## src/rtl/ihse_pkg.sv

```systemverilog
`timescale 1ns / 1ps
// ----------------------------------------------------------------------------
// ihse_pkg
// Types and constants for the image header size extractor: stream payloads,
// JPEG scan phases, format codes and marker values.
// ----------------------------------------------------------------------------
package ihse_pkg;

  // format codes
  localparam logic [1:0] FMT_NONE = 2'd0;
  localparam logic [1:0] FMT_PNG  = 2'd1;
  localparam logic [1:0] FMT_JPEG = 2'd2;

  // marker and magic bytes
  localparam logic [7:0] PNG_MAGIC_0 = 8'd137;
  localparam logic [7:0] PNG_MAGIC_1 = 8'h50;
  localparam logic [7:0] PNG_MAGIC_2 = 8'h4E;
  localparam logic [7:0] PNG_MAGIC_3 = 8'h47;
  localparam logic [7:0] MARK_PREFIX = 8'hFF;
  localparam logic [7:0] MARK_SOI    = 8'hD8;
  localparam logic [7:0] MARK_EOI    = 8'hD9;
  localparam logic [7:0] MARK_RST0   = 8'hD0;
  localparam logic [7:0] MARK_RST7   = 8'hD7;
  localparam logic [7:0] MARK_DHT    = 8'hC4;
  localparam logic [7:0] MARK_JPG    = 8'hC8;
  localparam logic [7:0] MARK_DAC    = 8'hCC;
  localparam logic [3:0] SOF_NIBBLE  = 4'hC;

  // byte positions of the PNG header fields, and where counting stops
  localparam logic [4:0] POS_PNG_MIN   = 5'd7;
  localparam logic [4:0] POS_JPEG_MIN  = 5'd2;
  localparam logic [4:0] POS_WIDTH_LO  = 5'd16;
  localparam logic [4:0] POS_HEIGHT_LO = 5'd20;
  localparam logic [4:0] POS_HDR_END   = 5'd23;
  localparam logic [4:0] POS_SAT       = 5'd24;

  // jpeg marker scan phases
  typedef enum logic [3:0] {
    PH_S0   = 4'd0,
    PH_S1   = 4'd1,
    PH_SCAN = 4'd2,
    PH_MARK = 4'd3,
    PH_LHI  = 4'd4,
    PH_LLO  = 4'd5,
    PH_SKIP = 4'd6,
    PH_F2   = 4'd7,
    PH_F3   = 4'd8,
    PH_F4   = 4'd9,
    PH_H1   = 4'd10,
    PH_H0   = 4'd11,
    PH_W1   = 4'd12,
    PH_W0   = 4'd13,
    PH_TAIL = 4'd14,
    PH_DONE = 4'd15
  } parse_phase_t;

  typedef struct packed {
    logic [7:0] image_byte;
    logic       last_byte;
  } byte_item_t;

  typedef struct packed {
    logic [1:0]  image_format;
    logic        size_found;
    logic [31:0] frame_width;
    logic [31:0] frame_height;
  } size_item_t;

  // expected PNG signature byte at positions 0..3
  function automatic logic [7:0] png_magic(input logic [1:0] idx);
    logic [7:0] m;
    case (idx)
      2'd0:    m = PNG_MAGIC_0;
      2'd1:    m = PNG_MAGIC_1;
      2'd2:    m = PNG_MAGIC_2;
      default: m = PNG_MAGIC_3;
    endcase
    return m;
  endfunction

  // expected JPEG start bytes at positions 0..2
  function automatic logic [7:0] jpg_magic(input logic [1:0] idx);
    logic [7:0] m;
    case (idx)
      2'd1:    m = MARK_SOI;
      default: m = MARK_PREFIX;
    endcase
    return m;
  endfunction

endpackage

```

## src/rtl/image_header_size_extractor.sv

```systemverilog
`timescale 1ns / 1ps
// ----------------------------------------------------------------------------
// image_header_size_extractor
// Classifies a byte stream as PNG, JPEG or neither and pulls the picture
// dimensions from the PNG IHDR chunk or the first JPEG SOFn segment.
// ----------------------------------------------------------------------------
// The block takes one file byte per cycle on the byte channel, with last_byte
// set on the final byte of a file, and returns exactly one size transaction
// per file, registered in the cycle after the last byte is accepted. Every byte
// is handled by a single registered state update, so unstalled files stream at
// one byte per clock with no gaps between them. The byte channel stalls only
// when a final byte arrives while the previous file's result is still held
// stalled in the output register; all other bytes are taken regardless of the
// output side. All scan state returns to its reset value after each final
// byte. Sizes are 32-bit for PNG and 16-bit (zero-extended) for JPEG; a JPEG
// size counts only if at least one byte follows the SOF width field.
module image_header_size_extractor
  import ihse_pkg::*;
(
  input  logic       clk,
  input  logic       rst,
  input  logic       byte_valid,
  output logic       byte_stall,
  input  byte_item_t byte_data,
  output logic       size_valid,
  input  logic       size_stall,
  output size_item_t size_data
);

  // scan state
  logic [4:0]   byte_position, byte_position_next;
  logic [1:0]   format_seen, format_seen_next;
  parse_phase_t parse_phase, parse_phase_next;
  logic [15:0]  skip_remaining, skip_remaining_next;
  logic [7:0]   length_upper, length_upper_next;
  logic [31:0]  width_held, width_held_next;
  logic [31:0]  height_held, height_held_next;
  logic         size_done, size_done_next;

  logic         byte_accept;
  logic         size_accept;
  logic         png_ok, jpg_ok;
  logic [7:0]   b;
  logic [4:0]   pos;
  logic [15:0]  seg_len;
  logic [15:0]  skip_dec;
  size_item_t   result;

  // only a final byte needs room in the output register
  assign byte_stall  = size_valid && size_stall && byte_data.last_byte;
  assign byte_accept = byte_valid && !byte_stall;
  assign size_accept = size_valid && !size_stall;

  assign b        = byte_data.image_byte;
  assign pos      = byte_position;
  assign seg_len  = {length_upper, b};
  assign skip_dec = skip_remaining - 16'd1;

  // next scan state for the incoming byte
  always_comb begin
    format_seen_next    = format_seen;
    parse_phase_next    = parse_phase;
    skip_remaining_next = skip_remaining;
    length_upper_next   = length_upper;
    width_held_next     = width_held;
    height_held_next    = height_held;
    size_done_next      = size_done;

    // signature checks
    if (pos < 5'd4 && b != png_magic(pos[1:0])) begin
      format_seen_next[0] = 1'b1;
    end
    if (pos < 5'd3 && b != jpg_magic(pos[1:0])) begin
      format_seen_next[1] = 1'b1;
    end
    png_ok = !format_seen_next[0];
    jpg_ok = !format_seen_next[1];

    // png width and height words
    if (png_ok && pos >= POS_WIDTH_LO && pos <= POS_HDR_END) begin
      if (pos < POS_HEIGHT_LO) begin
        width_held_next = {width_held[23:0], b};
      end else begin
        height_held_next = {height_held[23:0], b};
      end
      if (pos == POS_HDR_END) begin
        size_done_next = 1'b1;
      end
    end

    // jpeg marker scan
    case (parse_phase)
      PH_S0:   parse_phase_next = PH_S1;
      PH_S1:   parse_phase_next = PH_SCAN;
      PH_SCAN: begin
        if (b == MARK_PREFIX) begin
          parse_phase_next = PH_MARK;
        end
      end
      PH_MARK: begin
        if (b[7:4] == SOF_NIBBLE && b != MARK_DHT && b != MARK_JPG && b != MARK_DAC) begin
          parse_phase_next = PH_F2;
        end else if (b inside {[MARK_RST0:MARK_RST7], MARK_SOI, MARK_EOI}) begin
          parse_phase_next = PH_SCAN;
        end else begin
          parse_phase_next = PH_LHI;
        end
      end
      PH_LHI: begin
        length_upper_next = b;
        parse_phase_next  = PH_LLO;
      end
      PH_LLO: begin
        // lengths below 2 count as an empty segment
        if (seg_len < 16'd2) begin
          skip_remaining_next = 16'd0;
        end else begin
          skip_remaining_next = seg_len - 16'd2;
        end
        parse_phase_next = (skip_remaining_next == 16'd0) ? PH_SCAN : PH_SKIP;
      end
      PH_SKIP: begin
        skip_remaining_next = skip_dec;
        if (skip_dec == 16'd0) begin
          parse_phase_next = PH_SCAN;
        end
      end
      PH_F2: parse_phase_next = PH_F3;
      PH_F3: parse_phase_next = PH_F4;
      PH_F4: parse_phase_next = PH_H1;
      PH_H1: begin
        if (jpg_ok) begin
          height_held_next = {16'd0, b, 8'd0};
        end
        parse_phase_next = PH_H0;
      end
      PH_H0: begin
        if (jpg_ok) begin
          height_held_next = height_held_next | {24'd0, b};
        end
        parse_phase_next = PH_W1;
      end
      PH_W1: begin
        if (jpg_ok) begin
          width_held_next = {16'd0, b, 8'd0};
        end
        parse_phase_next = PH_W0;
      end
      PH_W0: begin
        if (jpg_ok) begin
          width_held_next = width_held_next | {24'd0, b};
        end
        parse_phase_next = PH_TAIL;
      end
      PH_TAIL: begin
        if (jpg_ok) begin
          size_done_next = 1'b1;
        end
        parse_phase_next = PH_DONE;
      end
      default: parse_phase_next = PH_DONE;
    endcase

    byte_position_next = (pos < POS_SAT) ? pos + 5'd1 : pos;

    // result for a final byte
    if (png_ok && pos >= POS_PNG_MIN) begin
      result.image_format = FMT_PNG;
    end else if (jpg_ok && pos >= POS_JPEG_MIN) begin
      result.image_format = FMT_JPEG;
    end else begin
      result.image_format = FMT_NONE;
    end
    result.size_found   = (result.image_format != FMT_NONE) && size_done_next;
    result.frame_width  = result.size_found ? width_held_next : 32'd0;
    result.frame_height = result.size_found ? height_held_next : 32'd0;
  end

  // scan state registers, cleared after each final byte
  always_ff @(posedge clk) begin
    if (rst) begin
      byte_position  <= 5'd0;
      format_seen    <= 2'd0;
      parse_phase    <= PH_S0;
      skip_remaining <= 16'd0;
      length_upper   <= 8'd0;
      width_held     <= 32'd0;
      height_held    <= 32'd0;
      size_done      <= 1'b0;
    end else if (byte_accept) begin
      if (byte_data.last_byte) begin
        byte_position  <= 5'd0;
        format_seen    <= 2'd0;
        parse_phase    <= PH_S0;
        skip_remaining <= 16'd0;
        length_upper   <= 8'd0;
        width_held     <= 32'd0;
        height_held    <= 32'd0;
        size_done      <= 1'b0;
      end else begin
        byte_position  <= byte_position_next;
        format_seen    <= format_seen_next;
        parse_phase    <= parse_phase_next;
        skip_remaining <= skip_remaining_next;
        length_upper   <= length_upper_next;
        width_held     <= width_held_next;
        height_held    <= height_held_next;
        size_done      <= size_done_next;
      end
    end
  end

  // output register valid
  always_ff @(posedge clk) begin
    if (rst) begin
      size_valid <= 1'b0;
    end else if (byte_accept && byte_data.last_byte) begin
      size_valid <= 1'b1;
    end else if (size_accept) begin
      size_valid <= 1'b0;
    end
  end

  // output register payload
  always_ff @(posedge clk) begin
    if (byte_accept && byte_data.last_byte) begin
      size_data <= result;
    end
  end

  // a final byte returns the scan to its start
  assert property (@(posedge clk) disable iff (rst)
    byte_accept && byte_data.last_byte |=> byte_position == 5'd0 && parse_phase == PH_S0)
    else $error("scan state not cleared after final byte");

  // a result appears only after a final byte transaction
  assert property (@(posedge clk) disable iff (rst)
    $rose(size_valid) |-> $past(byte_accept && byte_data.last_byte))
    else $error("result without a final byte");

  // a reported size always comes with a known format
  assert property (@(posedge clk) disable iff (rst)
    size_valid && size_data.size_found |-> size_data.image_format != FMT_NONE)
    else $error("size reported for unknown format");

  // segment skipping never idles on an empty count
  assert property (@(posedge clk) disable iff (rst)
    parse_phase == PH_SKIP |-> skip_remaining != 16'd0)
    else $error("skip phase with nothing to skip");

  // the byte counter saturates
  assert property (@(posedge clk) disable iff (rst)
    byte_position <= POS_SAT)
    else $error("byte position past saturation");

endmodule

```

## config.mk

```make
export PLATFORM = sky130hd
export DESIGN_NAME = image_header_size_extractor
export DESIGN_NICKNAME = d
export VERILOG_FILES = /design/src/rtl/ihse_pkg.sv /design/src/rtl/image_header_size_extractor.sv
export SDC_FILE = /design/constraint.sdc
export NUM_CORES = 1
export LEC_CHECK = 0
export BUFFER_PORTS_ARGS = -buffer_cell sky130_fd_sc_hd__buf_2
export CAP_MARGIN = 40
export CORE_MARGIN = 10
export CORE_UTILIZATION = 50
export DETAILED_ROUTE_END_ITERATION = 16
export PLACE_DENSITY = 0.69
export SKIP_CTS_REPAIR_TIMING = 1
export SYNTH_ARGS = -nofsm -noshare
export SYNTH_HDL_FRONTEND = slang
export SYNTH_SLANG_ARGS = --single-unit
```

## constraint.sdc

```tcl
create_clock -name clk -period 5.55 [get_ports clk]
set_clock_uncertainty 0.05 [all_clocks]
set_input_delay 1.11 -clock clk [delete_from_list [all_inputs] [get_ports clk]]
set_output_delay 1.11 -clock clk [all_outputs]
set_load 0.005 [all_outputs]
```

==> Word level (Yosys, flattened, before mapping) <==
Cells that the tools add are included.
{ "totals": {"regBits": 168, "latch_bits": 0, "ramBits": 0, "mem_bits_ro": 0, "word_cells": 132, "mem_count": 0} }
{ "classes": {"add_sub_neg": 3, "n_mul": 0, "div": 0, "magnitude_cmp": 11, "eq_ne": 28, "n_shift": 0, "mux": 41, "n_bitwise": 2, "reduce_logical": 34} }
{ "op_table": {"columns": ["operator", "n"], "rows": [
  ["$mux W32", 10],
  ["$pmux W32 S2", 2],
  ["$or A32 B8 Y32", 2],
  ["$pmux W4 S14", 1],
  ["$mux W16", 3],
  ["$eq A4 B4 Y1 const B", 8],
  ["$logic_not A16 Y1", 2],
  ["$pmux W16 S2", 1],
  ["$eq A8 B8 Y1 const B", 3],
  ["$ne A8 B8 Y1 const B", 3],
  ["$pmux W8 S3", 1],
  ["$eq A4 B3 Y1 const B", 4],
  ["$logic_and A1 B1 Y1", 16],
  ["$lt A16 B2 Y1 const B", 1],
  ["$mux W8", 2],
  ["$ne A8 B8 Y1", 2],
  ["$sub A16 B1 Y16 const B", 1],
  ["$sub A16 B2 Y16 const B", 1],
  ["$mux W4", 3],
  ["$lt A5 B5 Y1 const B", 2],
  ["$mux W5", 2],
  ["$mux W1", 9],
  ["$mux W3", 3],
  ["$eq A4 B2 Y1 const B", 2],
  ["other kinds (23)", 35]
]} }

==> Depth between registers and ports, before layout <==
Gate-level depths: netlist of the first run.
{ "logic_depth": {"depth_word": 13, "ltp_mapped": 10, "ltp_nobuf": 8} }

==> Worst setup path before layout of the first run <==
No wires, ideal clock.
{ "synth_timing": {"kind": "input to register", "start": "input byte_data[0] (netlist bit)", "end": "register size_data[0] (netlist bit), enable pin", "t_arrival_ns": 4.411, "setup_slack_ns": 0.591, "stages": 3, "cell_sequence": "clkbuf_1 > inv_1 > nor2_1"} }
{ "synth_between": {"elab_chain_len": 4} }
{ "synth_lines": {"columns": ["element", "line_no", "text"], "rows": [
  ["start: declaration", "image_header_size_extractor.sv:24", "input byte_item_t byte_data,"],
  ["$logic_and A1 B1 Y1", "image_header_size_extractor.sv:50", "assign byte_stall = size_valid && size_stall && byte_data.last_byte;"],
  ["$logic_not A1 Y1", "image_header_size_extractor.sv:51", "assign byte_accept = byte_valid && !byte_stall;"],
  ["$logic_and A1 B1 Y1", "image_header_size_extractor.sv:51", null],
  ["$logic_and A1 B1 Y1 (*)", "image_header_size_extractor.sv:226", "if (byte_accept && byte_data.last_byte) begin"],
  ["end signal: assignment", "image_header_size_extractor.sv:227", "size_data <= result;"],
  ["end: declaration", "image_header_size_extractor.sv:27", "output size_item_t size_data"]
]} }
Mark *: on every way between the ends. The rest lies on a longest branch, timed or not.
A chain may end at the register's enable or synchronous reset.

==> Final worst setup path of the first run <==
{ "layout_timing": {"start": "input byte_data[2] (netlist bit)", "end": "register width_held[26]"} }
{ "layout_between": {"elab_chain_len": 11} }
{ "layout_lines": {"columns": ["element", "line_no", "text"], "rows": [
  ["$ne A8 B8 Y1", "image_header_size_extractor.sv:70", "if (pos < 5'd4 && b != png_magic(pos[1:0])) begin"],
  ["$logic_and A1 B1 Y1", "image_header_size_extractor.sv:70", null],
  ["$mux W1", "image_header_size_extractor.sv:70", null],
  ["$logic_not A1 Y1", "image_header_size_extractor.sv:76", "png_ok = !format_seen_next[0];"],
  ["$logic_and A1 B1 Y1 (2 in a row)", "image_header_size_extractor.sv:80", "if (png_ok && pos >= POS_WIDTH_LO && pos <= POS_HDR_END) begin"],
  ["$mux W32", "image_header_size_extractor.sv:80", null],
  ["$or A32 B8 Y32", "image_header_size_extractor.sv:151", "width_held_next = width_held_next | {24'd0, b};"],
  ["$mux W32", "image_header_size_extractor.sv:150", "if (jpg_ok) begin"],
  ["$pmux W32 S2 (*)", "image_header_size_extractor.sv:92", "case (parse_phase)"],
  ["$mux W32 (*)", "image_header_size_extractor.sv:191", "if (byte_data.last_byte) begin"],
  ["end signal: assignment", "image_header_size_extractor.sv:206", "width_held <= width_held_next;"],
  ["end: declaration", "image_header_size_extractor.sv:36", "logic [31:0] width_held, width_held_next;"]
]} }
Marks and branches as above.

==> run summary, run 1 <==
DIE
-----------------------------------------------------------------------------------------
Boundary pin count                                                                     82
Chip width                                                                       146.3 um
Initial core utilization                                                           50.60%
Full die area                                                                   21410 um2
Floorplan die height                                                             146.3 um
Core outline area                                                               15770 um2
Cell row count                                                                         46

WORST SETUP PATH
-----------------------------------------------------------------------------------------
Required time of the critical path                                                5.87 ns
Critical-path maximum fanout                                                           15
Worst R2R Path Depth                                                                    9
Critical path startpoint category                                               input pin
Critical path capture point type                                                flip-flop
Crit Path Category                                                              in -> reg
Signal arrival time at the worst endpoint                                         3.73 ns

FINAL LAYOUT
-----------------------------------------------------------------------------------------
Area taken by flip-flops and latches                                             4034 um2
Ratio of cells with drive above 1 in the final layout                              15.23%
Total inserted antenna cells                                                            0
Area taken by multi-input logic gates                                            3665 um2
Filler Cells Inserted                                                                1451
Layout overhead on the synthesized area                                            14.44%
Nets                                                                                  933

TIMING
-----------------------------------------------------------------------------------------
Number of hold violations in the final report                                           0
Relative slew margins                                                              34.13%
# setup viols final                                                                     0
Post-route fraction of the period consumed by the critical path                    61.45%
Final-layout setup total negative slack                                              0 ns
Smallest setup slack after layout                                                2.140 ns
Maximum operating frequency                                                     293.2 MHz
Number of max-slew violations in the final report                                       0
Slew of the pin with the lowest slew margin                                     0.9805 ns
Setup repair after global routing missed its margin                                 false
Minimum clock period after layout                                                3.410 ns

CLOCK NETWORK
-----------------------------------------------------------------------------------------
TritonCTS clock tree                                                                built
Inserted Clock Buffers                                                                 17
Root buffer cell                                                             sky130_fd_sc_hd__clkbuf_16
Clk_lat worst skew                                                                0.43 ns
H-tree level count                                                                      4
Longest Clk Path Bufs                                                                   2
Number of clock sinks                                                                 168
Clock Pin Slew Worst Setup and Hold Paths                                         0.06 ns

SYNTH
-----------------------------------------------------------------------------------------
Synth cell types                                                                       64
Cell count after synthesis                                                            860
Number of synthesized flops with an enable pin                                         67
Primary FF master, synth                                                     sky130_fd_sc_hd__dfxtp_1
Proportion of register bits with asynchronous set or reset after synthesis             0%
Count leader, synth                                                          sky130_fd_sc_hd__nand2_1
Yosys top cell by area                                                       sky130_fd_sc_hd__dfxtp_1
Top cells by area in the synthesized netlist                                 sky130_fd_sc_hd__dfxtp_1, sky130_fd_sc_hd__edfxtp_1, sky130_fd_sc_hd__nand2_1, sky130_fd_sc_hd__a22o_1, sky130_fd_sc_hd__a21oi_1
Yosys warns                                                                             0
Share of synthesized area occupied by flip-flops and latches                       50.56%
Count of state elements after synthesis                                               168
Top cell type's share of synthesized area                                          25.34%
Synthesized area divided by synthesized cell count                              9.278 um2
Synth cell count leaders                                                     sky130_fd_sc_hd__nand2_1, sky130_fd_sc_hd__dfxtp_1, sky130_fd_sc_hd__nor2_1
Nets in the synthesized netlist                                                       880
Area of the mapped netlist                                                       7979 um2

FLOW RUN
-----------------------------------------------------------------------------------------
Max capacitance violation total                                                         0

POWER
-----------------------------------------------------------------------------------------
Maximum ir drop on the vdd rail                                                 0.2200 mV
Leakage power                                                                    3.355 nW
Power density over the cells                                                 289.2 nW/um2

GLOBAL ROUTING
-----------------------------------------------------------------------------------------
Global-route wire length before repair                                           33.00 mm
Vias in the first global route                                                       6171
Maximum number of pins on one net before global-route repair                           54
Remaining Overflow, GRT                                                                 0
Antenna violations before repair                                                        0
Overall fraction of global-route tracks in use                                     18.57%

ROUTE
-----------------------------------------------------------------------------------------
Starting DRT DRC Count                                                                639
Wire length on met2                                                              9.618 mm
Per-cell routed wire length                                                      17.78 um
Antenna Nets Post-Route                                                                 0
Post-detailed-route via-to-cell ratio                                               5.778
Number of vias after detailed routing                                                6598
Met3 layer wire length in the routed design                                      1.375 mm
Final routed DRC violation total                                                        0
Aggregate routed wire length                                                     20.30 mm
Routed metal-1 wirelength                                                        9.009 mm
First-pass iteration count of the detailed router                                       5
Highest metal layer with signal wires                                                met4

STATUS
-----------------------------------------------------------------------------------------
Run status                                                                   complete, no violations

PLACEMENT
-----------------------------------------------------------------------------------------
Count of buffers from port buffering                                                   81
Placement Setup Slack                                                            1.764 ns
Routability Congestion                                                             0.9029
Detailed Place HPWL                                                              13.56 mm

MIN PATH
-----------------------------------------------------------------------------------------
Cells on Worst Hold Path                                                                2
Tightest Hold Check Type                                                       reg -> reg

-- metrics by stage --
stage	utilization (%)	hold slack (ns)	power (W)	std cells	cell area, um2
detailed placement	54.10	0.4105	0.001463	1110	8532
floorplan	-	0.3936	0.001414	860	7979
global placement	53.79	0.4106	0.001462	1106	8483
global route	57.90	0.4370	0.002715	1142	9131
CTS	57.90	0.4207	0.002657	1142	9131
finish	57.90	0.4175	0.002640	1142	9131
-- kinds of logic after synthesis --
| kind of cell | Yosys count | share of synthesized area [%] |
|---|---|---|
| adder cells (fa/ha/maj) | 7 | 1.098 |
| flip-flops | 168 | 50.56 |
| AO/OA/AOI/OAI | 228 | 19.60 |
| multiplexers | 20 | 2.509 |
| AND/OR/NAND/NOR | 341 | 19.79 |
| XOR/XNOR | 23 | 2.525 |
| buffers and inverters | 73 | 3.920 |
-- worst max-delay path: stages --
cell and delay (ns):
sky130_fd_sc_hd__buf_2 0.27, sky130_fd_sc_hd__or2_2 0.23, sky130_fd_sc_hd__o22ai_2 0.10, sky130_fd_sc_hd__a21oi_2 0.39
sky130_fd_sc_hd__or3_1 0.57, sky130_fd_sc_hd__nor3b_2 0.69, sky130_fd_sc_hd__buf_6 0.23, sky130_fd_sc_hd__a22o_1 0.12
-- cells in the final DEF, fill, tap and decap left out, drive strengths merged, types with 3 or more instances in the layout --
cell type  count
or4            3
nand4b         4
nor3b          7
ha             7
nor2          73
a31oi          3
dfxtp        101
o22ai          9
a31o           3
a22oi         27
nand2b        10
and2           3
xor2           8
xnor2         15
nor2b          5
clkbuf        22
inv           17
o31ai          5
mux2i         20
nor3          16
bufinv         3
and3           5
edfxtp        67
buf           92
nand4         12
a22o          49
nand2        166
nand3         15
o211ai         7
nor4           8
clkinv         4
a21oi         61
or2            4
o21ai         42
-- cell type report --
cell class | instances | share of cell area (%)
clock inverters | 10 | 1.589
multi-input cells | 619 | 40.13
well taps | 216 | 2.960
clock buffers | 22 | 4.974
repair buffers | 92 | 5.549
flip-flops and latches | 168 | 44.18
inverters | 15 | 0.6166
-- per-layer routing --
layer	vias up	GRT usage, %
met3	22	4.481
met2	229	29.75
li1	3211	-
met1	3136	24.14
met5	-	0
met4	0	6.056
-- sequential cells by signal, summed over array words and instances (netlist names) --
name and flops:
byte_position 5, length_upper 8, height_held 32, skip_remaining 16, width_held 32, size_valid 1, size_done 1, format_seen 2
size_data 67, parse_phase 4
-- power by group --
part           switching, W  internal [W]  total [W]
clock              0.000482      0.000724    0.00121
combinational     0.0000880     0.0000376   0.000126
sequential       0.00000818       0.00130    0.00131
-- final timing paths --
check | slack (ns) | start | endpoint
setup / recovery | 2.14 | byte_data[2] | width_held[26]$_SDFFE_PP0P_
hold / removal | 0.42 | skip_remaining[6]$_SDFFE_PP0P_ | skip_remaining[6]$_SDFFE_PP0P_
setup reg to reg | 2.40 | byte_position[1]$_SDFFE_PP0P_ | width_held[26]$_SDFFE_PP0P_
hold reg to reg | 0.42 | skip_remaining[6]$_SDFFE_PP0P_ | skip_remaining[6]$_SDFFE_PP0P_
Power figures use the tool's default switching activity.
==> inputs of run 2 (changes only) <==
PLACE_DENSITY = 0.72   (was 0.69)
clock period = 3 ns   (was 5.55 ns; I/O delays follow)
==> run 2 against run 1 <==
Against the previous run:
- wire length is essentially flat
- critical path depth is the same
- final cell count grew 3.1%
- sequential power grew 85%
- via count grew 3.4%
- sequential share of layout area shrank 1.1 points
- clock power grew 74%
- non-clock buffer count grew 34
- global-route usage grew 0.20 points
- register-to-register slack lost 2.2 ns
- combinational power grew 110%
- clock-buffer cell count shrank 4
- critical path type is now reg -> reg
- critical endpoint is now width_held[31]$_SDFFE_PP0P_
==> run summary, run 2 (synthesized netlist as in run 1, its figures left out) <==
CLOCK NETWORK
-------------------------------------------------------------------------------------
H-tree level count                                                                  4   unchanged
Inserted Clock Buffers                                                             17   unchanged
Longest Clk Path Bufs                                                               2   unchanged
Clock Pin Slew Worst Setup and Hold Paths                                     0.07 ns   about the same
Clk_lat worst skew                                                            0.44 ns   about the same
Number of clock sinks                                                             168   unchanged
TritonCTS clock tree                                                            built
Root buffer cell                                                         sky130_fd_sc_hd__clkbuf_16

ROUTE
-------------------------------------------------------------------------------------
Antenna Nets Post-Route                                                             0   unchanged
Final routed DRC violation total                                                    0   unchanged
Post-detailed-route via-to-cell ratio                                           5.798   +0.35%
First-pass iteration count of the detailed router                                   6   +1
Per-cell routed wire length                                                  17.24 um   -3.0%
Number of vias after detailed routing                                            6824   +3.4%
Aggregate routed wire length                                                 20.29 mm   about the same
Starting DRT DRC Count                                                            748   +17%

FINAL LAYOUT
-------------------------------------------------------------------------------------
Most frequent standard cell in the layout excluding fill and tap cells   sky130_fd_sc_hd__nand2_1
Biggest register                                                            size_data
Largest registers                                                        size_data x67, height_held x32, width_held x32
Nets                                                                              967   +3.6%
Most used cells in the layout excluding fill and tap cells               sky130_fd_sc_hd__nand2_1, sky130_fd_sc_hd__dfxtp_1, sky130_fd_sc_hd__buf_2
End-of-flow core utilization                                                   59.38%   +1.5 points
Flip-flop count of the largest register, all copies and words added                67   unchanged
Ratio of cells with drive above 1 in the final layout                          18.75%   +3.5 points
Final cell count without fillers                                                 1177   +3.1%
Layout overhead on the synthesized area                                        17.36%

GLOBAL ROUTING
-------------------------------------------------------------------------------------
Global-route wire length before repair                                       33.36 mm   +1.1%
Maximum number of pins on one net before global-route repair                       40   -26%
Vias in the first global route                                                   6336   +2.7%
Remaining Overflow, GRT                                                             0   unchanged
Overall fraction of global-route tracks in use                                 18.78%   +0.20 points
Antenna violations before repair                                                    1   +1

WORST SETUP PATH
-------------------------------------------------------------------------------------
Critical path startpoint category                                           flip-flop
Critical-path maximum fanout                                                       24   +9
Signal arrival time at the worst endpoint                                     3.06 ns   -0.67 ns
Required time of the critical path                                            3.27 ns   -2.60 ns
Critical path capture point type                                            flip-flop
Crit Path Category                                                         reg -> reg

TIMING
-------------------------------------------------------------------------------------
Smallest setup slack after layout                                           0.2184 ns   -1.921 ns
Worst hold slack                                                            0.3997 ns   -0.01778 ns
Post-route fraction of the period consumed by the critical path                92.72%
Slew of the pin with the lowest slew margin                                 0.6915 ns   -0.2890 ns
Relative slew margins                                                          53.51%   +19 points
Setup repair after global routing missed its margin                             false
# setup viols final                                                                 0   unchanged
Final-layout setup total negative slack                                          0 ns   unchanged
Minimum clock period after layout                                            2.782 ns
Number of hold violations in the final report                                       0   unchanged
Maximum operating frequency                                                 359.5 MHz
Number of max-slew violations in the final report                                   0   unchanged

DIE
-------------------------------------------------------------------------------------
Core outline area                                                           15770 um2   unchanged
Full die area                                                               21410 um2   unchanged
Cell row count                                                                     46   unchanged
Chip width                                                                   146.3 um   unchanged
Initial core utilization                                                       50.60%   unchanged
Floorplan die height                                                         146.3 um   unchanged
Boundary pin count                                                                 82   unchanged

PLACEMENT
-------------------------------------------------------------------------------------
Count of buffers from port buffering                                               81   unchanged
Detailed Place HPWL                                                          14.29 mm   +5.4%
Routability Congestion                                                         0.9503   +5.2%
Placement Setup Slack                                                     -0.01753 ns   -1.781 ns
Post-Place Cells                                                                 1144   +3.1%

POWER
-------------------------------------------------------------------------------------
Share of total power consumed by net switching                                 24.43%   +2.5 points
Leakage power                                                                3.509 nW   +4.6%
Internal Power                                                             0.003611 W   +75%
Power density over the cells                                             510.3 nW/um2   +76%
Maximum ir drop on the vdd rail                                             0.3675 mV   +67%
Logic gate share of total power                                                  5.4%   +0.6 points
Clock power frac                                                                43.9%   -1.8 points
Switching power                                                            0.001167 W   +100%
Register share of total power                                                   50.6%   +1.0 points

FLOW RUN
-------------------------------------------------------------------------------------
Max capacitance violation total                                                     0   unchanged

STATUS
-------------------------------------------------------------------------------------
Run status                                                               complete, no violations

MIN PATH
-------------------------------------------------------------------------------------
Tightest Hold Check Type                                                    in -> reg

## run 2: routing by layer
layer	vias to the layer above	share of wire [%]	GRT usage, %
met2	257	47	30.32
met5	-	0	0
met4	0	1.6	6.206
li1	3300	-	-
met3	29	7.5	4.913
met1	3238	44	23.94
## run 2: area by class of cell
class	count	area [um2]
Multi-Input combinational cell	619	3656
Timing Repair Buffer	126	768.2
Clock buffer	18	439.2
Tap cell	216	270.3
Antenna cell	1	2.502
Clock inverter	14	137.6
Fill cell	1403	6406
Inverter	15	56.30
Sequential cell	168	4034
## run 2: power by group through the flow
stage	combinational, W	clock, W	sequential [W]
CTS	0.000260	0.00213	0.00242
global route	0.000286	0.00221	0.00242
floorplan	0.000136	0	0.00248
detailed placement	0.000258	0	0.00247
global placement	0.000256	0	0.00247
finish	0.000260	0.00210	0.00242
## run 2: through the flow
step,cell area [um2],total power (W)
6_report,9364,0.004778
5_1_grt,9361,0.004923
4_1_cts,9361,0.004803
3_5_place_dp,8785,0.002728
3_3_place_gp,8770,0.002725
2_1_floorplan,7986,0.002613
## run 2: critical path: stages, from the launching register on
cell	delay, ns
sky130_fd_sc_hd__dfxtp_1	0.37
sky130_fd_sc_hd__inv_1	0.12
sky130_fd_sc_hd__ha_1	0.24
sky130_fd_sc_hd__or3b_1	0.38
sky130_fd_sc_hd__o22ai_2	0.14
sky130_fd_sc_hd__a21oi_2	0.12
sky130_fd_sc_hd__or3_1	0.52
sky130_fd_sc_hd__a31o_2	0.42
sky130_fd_sc_hd__a22o_1	0.30
## run 2: path summary, 6_finish.rpt
path                                                     from                           end  slack, ns  cells past startpoint
worst max register to register  byte_position[1]$_SDFFE_PP0P_   width_held[31]$_SDFFE_PP0P_       0.22                      8
worst min register to register   height_held[29]$_SDFFE_PP0P_  height_held[29]$_SDFFE_PP0P_       0.43                      1
worst max-delay path            byte_position[1]$_SDFFE_PP0P_   width_held[31]$_SDFFE_PP0P_       0.22                      8
worst min-delay path                               size_stall       size_valid$_SDFFE_PP0P_       0.40                      3
==> inputs of run 3 (changes only) <==
PLACE_DENSITY = 0.8   (was 0.72)
==> run 3 against run 2 <==
Against the previous run:
- wire length about the same
- flip-flop and latch count stayed put
- critical path depth stayed put
- die area did not move
- combinational power about the same
- non-clock buffer count fell by 3
- sequential power is essentially flat
- sequential share of layout area decreased by 0.052 points
- setup slack lost 0.085 ns
- first-iteration DRC count decreased by 4.9%
- via count increased by 1.1%
- worst hold slack got worse by 0.0043 ns
- critical endpoint is now parse_phase[2]$_SDFFE_PP0P_
==> run summary, run 3 (synthesized netlist as in run 1, its figures left out) <==
TIMING
-------------------------------------------------------------------------------------
Post-route fraction of the period consumed by the critical path                95.56%   +2.8 points
Minimum clock period after layout                                            2.867 ns   +0.08528 ns
Number of hold violations in the final report                                       0   unchanged
Slew of the pin with the lowest slew margin                                 0.7274 ns   +0.03591 ns
Worst hold slack                                                            0.3955 ns   -0.004276 ns
Relative slew margins                                                          50.84%   -2.7 points
Setup repair after global routing missed its margin                             false
Number of max-slew violations in the final report                                   0   unchanged
Maximum operating frequency                                                 348.8 MHz   -3.0%
Final-layout setup total negative slack                                          0 ns   unchanged
# setup viols final                                                                 0   unchanged

DIE
-------------------------------------------------------------------------------------
Floorplan die height                                                         146.3 um   unchanged
Initial core utilization                                                       50.60%   unchanged
Cell row count                                                                     46   unchanged
Core outline area                                                           15770 um2   unchanged
Boundary pin count                                                                 82   unchanged
Full die area                                                               21410 um2   unchanged
Chip width                                                                   146.3 um   unchanged

FINAL LAYOUT
-------------------------------------------------------------------------------------
Most used cells in the layout excluding fill and tap cells               sky130_fd_sc_hd__nand2_1, sky130_fd_sc_hd__dfxtp_1, sky130_fd_sc_hd__buf_2
Largest registers                                                        size_data x67, height_held x32, width_held x32
Flip-flop count of the largest register, all copies and words added                67   unchanged
Biggest register                                                            size_data
End-of-flow core utilization                                                   59.45%   +0.071 points
Layout overhead on the synthesized area                                        17.50%
Ratio of cells with drive above 1 in the final layout                          18.29%   -0.46 points
Nets                                                                              964   -0.31%
Most frequent standard cell in the layout excluding fill and tap cells   sky130_fd_sc_hd__nand2_1

WORST SETUP PATH
-------------------------------------------------------------------------------------
Critical R2R Launch                                                      byte_position[1]$_SDFFE_PP0P_
Worst R2R Path Depth                                                                9   +1
Required time of the critical path                                            3.24 ns   -0.03 ns
Crit. Startpoint                                                         byte_data[6]
Critical path capture point type                                            flip-flop
Crit Path Category                                                          in -> reg
Capture point of the worst reg-to-reg path                               width_held[0]$_SDFFE_PP0P_
Critical-path maximum fanout                                                        9   -63%
Critical path startpoint category                                           input pin
Worst Setup EP                                                           parse_phase[2]$_SDFFE_PP0P_
Worst reg2reg setup slack                                                     0.18 ns   -0.04 ns
Signal arrival time at the worst endpoint                                     3.11 ns   +0.05 ns

GLOBAL ROUTING
-------------------------------------------------------------------------------------
Overall fraction of global-route tracks in use                                 18.22%   -0.56 points
Global-route wire length before repair                                       32.66 mm   -2.1%
Antenna violations before repair                                                    1   unchanged
Vias in the first global route                                                   6445   +1.7%
Maximum number of pins on one net before global-route repair                       72   +80%
Remaining Overflow, GRT                                                             0   unchanged

FLOW RUN
-------------------------------------------------------------------------------------
Max capacitance violation total                                                     0   unchanged

POWER
-------------------------------------------------------------------------------------
Switching power                                                            0.001102 W   -5.5%
Clock power frac                                                                45.1%   +1.2 points
Share of total power consumed by net switching                                 22.58%   -1.8 points
Logic gate share of total power                                                  5.3%   about the same
Power density over the cells                                             520.8 nW/um2   +2.1%
Internal Power                                                             0.003780 W   +4.7%
Register share of total power                                                   49.6%   -1.0 points
Maximum ir drop on the vdd rail                                             0.3664 mV   -0.29%
Leakage power                                                                3.517 nW   +0.21%

ROUTE
-------------------------------------------------------------------------------------
First-pass iteration count of the detailed router                                   6   unchanged
Number of vias after detailed routing                                            6896   +1.1%
Post-detailed-route via-to-cell ratio                                           5.874   +1.3%
Per-cell routed wire length                                                  17.27 um   +0.17%
Aggregate routed wire length                                                 20.27 mm   about the same
Starting DRT DRC Count                                                            711   -4.9%
Final routed DRC violation total                                                    0   unchanged
Antenna Nets Post-Route                                                             0   unchanged

PLACEMENT
-------------------------------------------------------------------------------------
Routability Congestion                                                         0.9666   +1.7%
Detailed Place HPWL                                                          13.73 mm   -3.9%
Count of buffers from port buffering                                               81   unchanged

CLOCK NETWORK
-------------------------------------------------------------------------------------
Clock Pin Slew Worst Setup and Hold Paths                                     0.06 ns   about the same
Root buffer cell                                                         sky130_fd_sc_hd__clkbuf_16
Inserted Clock Buffers                                                             17   unchanged
TritonCTS clock tree                                                            built
Longest Clk Path Bufs                                                               2   unchanged
Number of clock sinks                                                             168   unchanged
Clk_lat worst skew                                                            0.43 ns   about the same
H-tree level count                                                                  4   unchanged

STATUS
-------------------------------------------------------------------------------------
Run status                                                               complete, no violations

MIN PATH
-------------------------------------------------------------------------------------
Cells on Worst Hold Path                                                            3   unchanged
Tightest Hold Check Type                                                    in -> reg

==> run 3: worst min path at each step <==
stage | start | end | slack [ns]
5_1_grt | size_stall | size_valid$_SDFFE_PP0P_ | 0.41
6_report | size_stall | size_valid$_SDFFE_PP0P_ | 0.40
3_5_place_dp | skip_remaining[6]$_SDFFE_PP0P_ | skip_remaining[6]$_SDFFE_PP0P_ | 0.41
3_3_place_gp | skip_remaining[6]$_SDFFE_PP0P_ | skip_remaining[6]$_SDFFE_PP0P_ | 0.41
2_1_floorplan | skip_remaining[6]$_SDFFE_PP0P_ | skip_remaining[6]$_SDFFE_PP0P_ | 0.39
4_1_cts | size_stall | size_valid$_SDFFE_PP0P_ | 0.39
==> run 3: critical path, stage by stage <==
cell and delay (ns):
sky130_fd_sc_hd__buf_2 0.17, sky130_fd_sc_hd__buf_4 0.21, sky130_fd_sc_hd__nor4bb_1 0.65, sky130_fd_sc_hd__a31oi_1 0.21, sky130_fd_sc_hd__nor3_1 0.39, sky130_fd_sc_hd__nand4_1 0.18
sky130_fd_sc_hd__a2111oi_0 0.55, sky130_fd_sc_hd__o32ai_1 0.14
==> run 3: layout make-up <==
type                            instances  area (um2)
Antenna cell                            1       2.502
Clock buffer                           20       456.7
Clock inverter                         12       141.4
Fill cell                            1357        6395
Inverter                               15       56.30
Multi-Input combinational cell        619        3656
Sequential cell                       168        4034
Tap cell                              216       270.3
Timing Repair Buffer                  123       758.2
==> run 3: power groups by stage <==
stage	sequential [W]	clock, W	combinational [W]
after floorplan	0.00248	0	0.000136
after global placement	0.00247	0	0.000254
after detailed placement	0.00247	0	0.000257
after CTS	0.00242	0.00223	0.000258
after global routing	0.00242	0.00230	0.000283
final	0.00242	0.00220	0.000260
==> run 3: per-layer routing <==
layer / routed length, um / up-vias / track usage [%]
li1: - / 3285 / -
met3: 1849 / 44 / 4.944
met2: 9333 / 307 / 29.00
met5: 0 / - / 0
met4: 458 / 0 / 6.757
met1: 8630 / 3260 / 23.18
==> run 3: metrics by stage <==
step	std cells	total power (W)	area, um2	worst slack [ns]
2_1_floorplan	860	0.002613	7986	0.2174
3_3_place_gp	1139	0.002723	8760	0.1215
3_5_place_dp	1141	0.002726	8775	0.04574
4_1_cts	1173	0.004903	9373	0.1947
5_1_grt	1174	0.005005	9375	0.04033
6_report	1174	0.004882	9375	0.1332
